## config.mk

```make
export PLATFORM = sky130hd
export DESIGN_NAME = magic_length_crc32_frame_parser_unit
export DESIGN_NICKNAME = d
export VERILOG_FILES = /design/src/rtl/mlcfp_pkg.sv /design/src/rtl/mlcfp_parser.sv /design/src/rtl/magic_length_crc32_frame_parser_unit.sv
export SDC_FILE = /design/constraint.sdc
export NUM_CORES = 1
export LEC_CHECK = 0
export BUFFER_PORTS_ARGS = -buffer_cell sky130_fd_sc_hd__buf_2
export CAP_MARGIN = 10
export CORE_ASPECT_RATIO = 1.4
export CORE_UTILIZATION = 60
export CTS_BUF_LIST = sky130_fd_sc_hd__clkbuf_16
export CTS_CLUSTER_DIAMETER = 60
export DETAILED_ROUTE_END_ITERATION = 8
export GPL_ROUTABILITY_DRIVEN = 1
export PLACE_DENSITY = 0.81
export SETUP_SLACK_MARGIN = 0.4
export SLEW_MARGIN = 15
export SYNTH_ARGS = -nofsm -noshare
export SYNTH_HDL_FRONTEND = slang
export SYNTH_SLANG_ARGS = --single-unit
export TNS_END_PERCENT = 100
```

## constraint.sdc

```tcl
create_clock -name aclk -period 4.4 [get_ports aclk]
set_input_delay 0.88 -clock aclk [delete_from_list [all_inputs] [get_ports aclk]]
set_output_delay 0.88 -clock aclk [all_outputs]
set_load 0.02 [all_outputs]
```

## src/rtl/mlcfp_pkg.sv

```systemverilog
// Shared types, constants and the CRC-32 byte step for the frame parser.
// No dependencies; imported by every module of the block.
package mlcfp_pkg;

    localparam int HEADER_BYTES  = 4;
    localparam int LENGTH_OFFSET = 1;
    localparam int MIN_FRAME     = HEADER_BYTES + 4;

    localparam logic [7:0]  LENGTH_OFFSET_B = 8'(LENGTH_OFFSET);
    localparam logic [8:0]  MIN_FRAME_W     = 9'(MIN_FRAME);
    localparam logic [7:0]  MIN_FRAME_B     = 8'(MIN_FRAME);
    localparam logic [7:0]  CRC_LAG         = 8'd4;

    localparam logic [31:0] CRC_INIT = 32'hffff_ffff;
    localparam logic [31:0] CRC_POLY = 32'hedb8_8320;

    localparam logic [1:0] ST_VALID    = 2'd0;
    localparam logic [1:0] ST_CRC_FAIL = 2'd1;
    localparam logic [1:0] ST_BAD_LEN  = 2'd2;
    localparam logic [1:0] ST_BUSY     = 2'd3;

    localparam logic [1:0] CFG_MAGIC_BYTE      = 2'd0;
    localparam logic [1:0] CFG_MAX_FRAME_BYTES = 2'd1;

    typedef struct packed {
        logic       emit;
        logic [7:0] out_byte;
        logic [7:0] byte_offset;
        logic       frame_end;
        logic [1:0] frame_status;
    } result_t;

    function automatic logic [31:0] crc_byte(input logic [31:0] crc_in,
                                             input logic [7:0]  data);
        logic [31:0] crc;
        crc = crc_in ^ {24'd0, data};
        for (int i = 0; i < 8; i++) begin
            if (crc[0]) begin
                crc = (crc >> 1) ^ CRC_POLY;
            end else begin
                crc = crc >> 1;
            end
        end
        return crc;
    endfunction

endpackage

```

## src/rtl/mlcfp_parser.sv

```systemverilog
// Frame state (offset, length, running CRC, trailer shift) and the per-byte
// decision logic. Depends on mlcfp_pkg.
module mlcfp_parser
    import mlcfp_pkg::*;
(
    input  logic       aclk,
    input  logic       aresetn,
    input  logic       step,
    input  logic [7:0] in_byte,
    input  logic [7:0] magic_byte,
    input  logic [7:0] max_frame_bytes,
    output result_t    result
);

    logic [7:0]  frame_offset_reg, frame_offset_next;
    logic [7:0]  frame_length_reg, frame_length_next;
    logic [31:0] running_crc_reg,  running_crc_next;
    logic [31:0] trailer_crc_reg,  trailer_crc_next;

    logic        hunting;
    logic        drop;
    logic [7:0]  base_len;
    logic [31:0] base_crc;
    logic [31:0] base_tr;
    logic [7:0]  len_n;
    logic [31:0] crc_n;
    logic [31:0] tr_n;
    logic [8:0]  off_p1;
    logic        bad_len;
    logic        done;
    logic        frame_end;
    logic [1:0]  status;

    always_comb begin
        hunting  = (frame_offset_reg == 8'd0);
        drop     = hunting && (in_byte != magic_byte);
        base_len = hunting ? 8'd0 : frame_length_reg;
        base_crc = hunting ? CRC_INIT : running_crc_reg;
        base_tr  = hunting ? 32'd0 : trailer_crc_reg;

        len_n = (frame_offset_reg == LENGTH_OFFSET_B) ? in_byte : base_len;
        crc_n = (frame_offset_reg >= CRC_LAG) ? crc_byte(base_crc, base_tr[7:0])
                                               : base_crc;
        tr_n  = {in_byte, base_tr[31:8]};

        off_p1  = {1'b0, frame_offset_reg} + 9'd1;
        bad_len = (off_p1 == MIN_FRAME_W) &&
                  ((len_n < MIN_FRAME_B) || (len_n > max_frame_bytes));
        done    = !bad_len && (off_p1 >= MIN_FRAME_W) && (off_p1 == {1'b0, len_n});

        frame_end = bad_len || done;
        priority if (bad_len) begin
            status = ST_BAD_LEN;
        end else if (done) begin
            status = (crc_n == tr_n) ? ST_VALID : ST_CRC_FAIL;
        end else begin
            status = ST_BUSY;
        end

        result.emit         = step && !drop;
        result.out_byte     = in_byte;
        result.byte_offset  = frame_offset_reg;
        result.frame_end    = frame_end;
        result.frame_status = status;

        frame_offset_next = frame_offset_reg;
        frame_length_next = frame_length_reg;
        running_crc_next  = running_crc_reg;
        trailer_crc_next  = trailer_crc_reg;
        if (step && !drop) begin
            if (frame_end) begin
                frame_offset_next = 8'd0;
                frame_length_next = 8'd0;
                running_crc_next  = CRC_INIT;
                trailer_crc_next  = 32'd0;
            end else begin
                frame_offset_next = off_p1[7:0];
                frame_length_next = len_n;
                running_crc_next  = crc_n;
                trailer_crc_next  = tr_n;
            end
        end
    end

    always_ff @(posedge aclk) begin
        if (!aresetn) begin
            frame_offset_reg <= 8'd0;
            frame_length_reg <= 8'd0;
            running_crc_reg  <= CRC_INIT;
            trailer_crc_reg  <= 32'd0;
        end else begin
            frame_offset_reg <= frame_offset_next;
            frame_length_reg <= frame_length_next;
            running_crc_reg  <= running_crc_next;
            trailer_crc_reg  <= trailer_crc_next;
        end
    end

endmodule

```

## src/rtl/magic_length_crc32_frame_parser_unit.sv

```systemverilog
// Top level of the magic/length/CRC-32 frame parser: input register, config
// registers, output register. Depends on mlcfp_pkg and mlcfp_parser.
//
// One byte enters per cycle while m_tready does not stall the output register
// and, unless dropped while hunting for the magic byte, passes through the input
// register and then the output register to leave as one output transaction.
// Throughput is one byte per cycle unless m_tready stalls the output. Each output
// transaction carries the byte and its frame offset; tlast marks the byte that
// completes or aborts a frame, and tuser gives the status (valid, checksum
// fail, invalid length, in progress). Config writes are taken at any time and
// must only be issued while the block is idle.
module magic_length_crc32_frame_parser_unit
    import mlcfp_pkg::*;
(
    input  logic        aclk,
    input  logic        aresetn,
    input  logic        s_tvalid,
    output logic        s_tready,
    input  logic [7:0]  s_tdata,   // [7:0] in_byte
    output logic        m_tvalid,
    input  logic        m_tready,
    output logic [15:0] m_tdata,   // [7:0] out_byte, [15:8] byte_offset
    output logic        m_tlast,   // frame_end
    output logic [1:0]  m_tuser,   // [1:0] frame_status
    input  logic        cfg_valid,
    output logic        cfg_ready,
    input  logic [1:0]  cfg_index,
    input  logic [7:0]  cfg_data
);

    logic        in_valid_reg;
    logic [7:0]  in_byte_reg;
    logic [7:0]  magic_byte_reg;
    logic [7:0]  max_frame_bytes_reg;
    logic        out_valid_reg, out_valid_next;
    logic [15:0] out_data_reg;
    logic        out_last_reg;
    logic [1:0]  out_user_reg;
    logic        advance;
    logic        step;
    result_t     result;

    assign advance   = !out_valid_reg || m_tready;
    assign s_tready  = !in_valid_reg || advance;
    assign step      = in_valid_reg && advance;
    assign cfg_ready = 1'b1;

    mlcfp_parser u_parser (
        .aclk            (aclk),
        .aresetn         (aresetn),
        .step            (step),
        .in_byte         (in_byte_reg),
        .magic_byte      (magic_byte_reg),
        .max_frame_bytes (max_frame_bytes_reg),
        .result          (result)
    );

    always_ff @(posedge aclk) begin
        if (!aresetn) begin
            magic_byte_reg      <= 8'd0;
            max_frame_bytes_reg <= 8'd255;
        end else if (cfg_valid && cfg_ready) begin
            unique case (cfg_index)
                CFG_MAGIC_BYTE:      magic_byte_reg      <= cfg_data;
                CFG_MAX_FRAME_BYTES: max_frame_bytes_reg <= cfg_data;
                default: ;
            endcase
        end
    end

    always_ff @(posedge aclk) begin
        if (!aresetn) begin
            in_valid_reg <= 1'b0;
        end else if (s_tready) begin
            in_valid_reg <= s_tvalid;
        end
    end

    always_ff @(posedge aclk) begin
        if (s_tvalid && s_tready) begin
            in_byte_reg <= s_tdata;
        end
    end

    always_comb begin
        if (advance) begin
            out_valid_next = result.emit;
        end else begin
            out_valid_next = out_valid_reg;
        end
    end

    always_ff @(posedge aclk) begin
        if (!aresetn) begin
            out_valid_reg <= 1'b0;
        end else begin
            out_valid_reg <= out_valid_next;
        end
    end

    always_ff @(posedge aclk) begin
        if (result.emit) begin
            out_data_reg <= {result.byte_offset, result.out_byte};
            out_last_reg <= result.frame_end;
            out_user_reg <= result.frame_status;
        end
    end

    assign m_tvalid = out_valid_reg;
    assign m_tdata  = out_data_reg;
    assign m_tlast  = out_last_reg;
    assign m_tuser  = out_user_reg;

`ifndef SYNTHESIS
    a_end_status: assert property (@(posedge aclk) disable iff (!aresetn)
        m_tvalid |-> (m_tlast == (m_tuser != ST_BUSY)))
        else $error("frame end and status disagree");

    a_bad_len_offset: assert property (@(posedge aclk) disable iff (!aresetn)
        (m_tvalid && m_tuser == ST_BAD_LEN) |-> (m_tdata[15:8] == MIN_FRAME_B - 8'd1))
        else $error("invalid length reported at wrong offset");

    a_check_offset: assert property (@(posedge aclk) disable iff (!aresetn)
        (m_tvalid && (m_tuser == ST_VALID || m_tuser == ST_CRC_FAIL))
            |-> (m_tdata[15:8] >= MIN_FRAME_B - 8'd1))
        else $error("checksum result before minimum frame length");
`endif

endmodule
```

==> metrics.md <==
| Metric | Value |
|---|---|
| First-pass GRT wire length | between 30000 and 40000 um |
| DR vias | a little under 7000 |
| Core Rows | between 40 and 50 |
| Via density | between 6 and 7 |
| Die height | 132 um |
| Clock Tree Root | clkbuf_16 |
| Synth Instances | around 770 |
| Initial antenna violation count | 0 |
| Final-stage net count | ~850 |
| # H-tree levels | 4 |
| Number of hold violations in the final report | 0 |
| Max_slew headroom | 39.2% |
| Antenna Nets Post-Route | 0 |
| RSZ-0062 raised after global routing | true |
| Met2 routed WL | 10900 um |
| Core area | 11800 sq um |
| Top routing layer used | met4 |
| GRT Overall Usage | 35.7% |
| Largest family of logic cells by synthesized area | compound AO/OA/AOI/OAI gates |
| Total CTS buffers | 17 |
| # setup viols final | 0 |
| Clock slew at reported path FFs | 0.06 ns |
| Max-cap viol count | 0 |
| Starting DRT DRC Count | 755 |
| Fin crit share | 89.2% |
| Least-Margin Pin Slew | 0.906 ns |
| Metal-1 WL | 8230 um |
| Fill cell count | 903 |
| WL per Instance | ~23 um |
| Syn Area/Cell | 9.43 sq um |
| Antenna Diode Count | 0 |
| HPWL reported at the end of detailed placement | 14700 um |
| Leakage | 3.29 nW |
| Final TNS setup | 0 ns |
| Mux share of post-synthesis cell area | 1.37% |
| Initial Util | between 60% and 70% |
| Arr. time, crit path | 4.06 ns |
| Status | complete, no violations |
| Worst-skew pair later-pin latency | approximately 0.42 ns |
| Ys Warns | 0 |
| Netlist cell types | 75 |
| Via count of the first global-routing pass | between 6000 and 7000 |
| Worst path required time | 4.53 ns |
| Clock Sink Count | about 130 |
| CTS tree | done |
| Synth Net Count | 807 |
| Post-synthesis simple-gate area fraction | 18.6% |
| RePlAce Congestion | 0.960 |
| Worst setup EP type | register |
| #FFs+latches synth | between 100 and 150 |
| Syn-to-layout area delta | 15.5% |
| Max Slew Vio Count | 0 |
| Asr flop ratio synth | 0% |
| Power consumption | 0.00267 W |
| Total wire length | 22300 um |
| Netlist Area Pre-Place | between 7000 and 8000 sq um |
| Clock Skew | 0.0107 ns |
| IO buf count | 43 |
| XOR/XNOR share of the synthesized area | 14.3% |
| Most frequent cells in the layout | 95 x dfxtp_1, 65 x nor2_1, 57 x nand2_1 |
| Hold Crit Class | reg2reg |
| TritonRoute pass-1 iters | 5 |
| Commonest non-fill, non-tap cell in the layout | dfxtp_1 |
| Synth Area in Compound Gates | 20.7% |
| EDFF count, synth | 27 |
| IO Count | 45 |
| Grt ovf | 0 |
| Sequential area share after synthesis | between 30% and 40% |
| Largest net degree at the start of global routing | 65 |
| Die Span X | 95.1 um |
| DR DRC count | 0 |
| Layout cell share with drive strength beyond 1 | 17.3% |
| Hold Buf Count CTS | 0 |
| Post-synthesis adder-cell area fraction | 1.89% |
| Tmin final | approximately 3.9 ns |
| CP Launch Type | register |
| Main synth FF type | dfxtp_1 |
| Power per cell area | 317 nW/um^2 |
| Met3 routed WL | 1740 um |
| Crit Path Category | reg2reg |
| Maximum clock frequency | approximately 250 MHz |
| Crit-path max FO | 13 |
| CTS Buffer Depth | 2 |
| Die area | 12600 sq um |
| Worst vdd ir | 0.207 mV |
## worst max-delay path: stages, from the launching register on
cell	delay, ns
dfxtp_2	0.39
or4_4	0.62
o31ai_2	0.41
nand2_1	0.16
ha_1	0.33
a21o_1	0.17
a21o_1	0.17
a211o_1	0.30
a21oi_2	0.22
and3_4	0.27
clkinvlp_4	0.19
nor4bb_4	0.31
a31oi_1	0.11
## per-stage QoR
stage | utilization [%] | std cells | cell area [sq um] | worst slack, ns | hold WS (ns)
floorplan | - | 773 | 7290 | 0.738 | 0.403
global placement | 64.7 | 936 | 7650 | 0.435 | 0.450
detailed placement | 64.7 | 936 | 7650 | 0.292 | 0.448
CTS | 69.9 | 970 | 8260 | 0.423 | 0.458
global route | 71.2 | 980 | 8410 | 0.302 | 0.476
finish | 71.2 | 980 | 8410 | 0.475 | 0.474
## per-layer routing
layer	track usage, %	vias to the layer above
met4	25.2	0
met1	41.3	3255
met2	58.1	415
met5	0	-
li1	-	3004
met3	6.81	116
## power by group
group	internal (W)	switching, W	total (W)
combinational	0.0000261	0.0000511	0.0000772
sequential	0.00118	0.0000161	0.00120
clock	0.000879	0.000513	0.00139
total	0.00209	0.000581	0.00267
## synth_stat cells, types with 8 or more instances
master	n	area, sq um
dfxtp_1	98	1960
nor2_1	66	248
nand2_1	57	214
xnor2_1	43	377
clkbuf_1	39	146
a21oi_1	35	175
a32o_1	29	290
edfxtp_1	27	811
inv_1	24	90.1
a31oi_1	23	144
xor2_1	23	201
nand4_1	20	125
nor3_1	20	100
o21ai_0	18	90.1
nor4_1	17	106
o211ai_1	17	128
xnor3_1	16	360
o31ai_1	12	90.1
ha_1	11	138
nand4b_1	11	96.3
mux2i_1	10	100
nand3_1	10	50.1
a211o_1	9	78.8
and2_1	8	50.1
## what timing repair did
action | CTS | global route
pin swaps | 1 | 3
endpoints found under the setup margin | 25 | 53
cloned | 0 | 2
resized for setup | 2 | 19
setup buffers | 2 | 8
## area by class of cell
type / count / area (sq um) / area share [%]
multi-input cells: 567 / 4220 / 50.2
flip-flops and latches: 125 / 2780 / 33.0
repair buffers: 84 / 547 / 6.50
clock buffers: 17 / 425 / 5.06
well taps: 147 / 184 / 2.19
clock inverters: 15 / 159 / 1.89
inverters: 24 / 93.8 / 1.12
repair inverters: 1 / 5.00 / 0.0595
## kinds of logic after synthesis
kind of cell / after synthesis
buf+inv: 82
other cells: 1
xor+xnor: 88
fa+ha+maj: 11
flops: 125
simple gates: 252
compound gates: 204
mux: 10
## worst paths after layout
path,endpoint,from,slack [ns],cells past startpoint
hold reg to reg,u_parser.frame_length_reg[6],u_parser.frame_length_reg[6],0.47,2
hold / removal,u_parser.frame_length_reg[6],u_parser.frame_length_reg[6],0.47,2
setup / recovery,m_tuser[0],u_parser.frame_offset_reg[5],0.47,12
setup reg to reg,m_tuser[0],u_parser.frame_offset_reg[5],0.47,12
No activity file was read; power rests on OpenSTA's default activity.
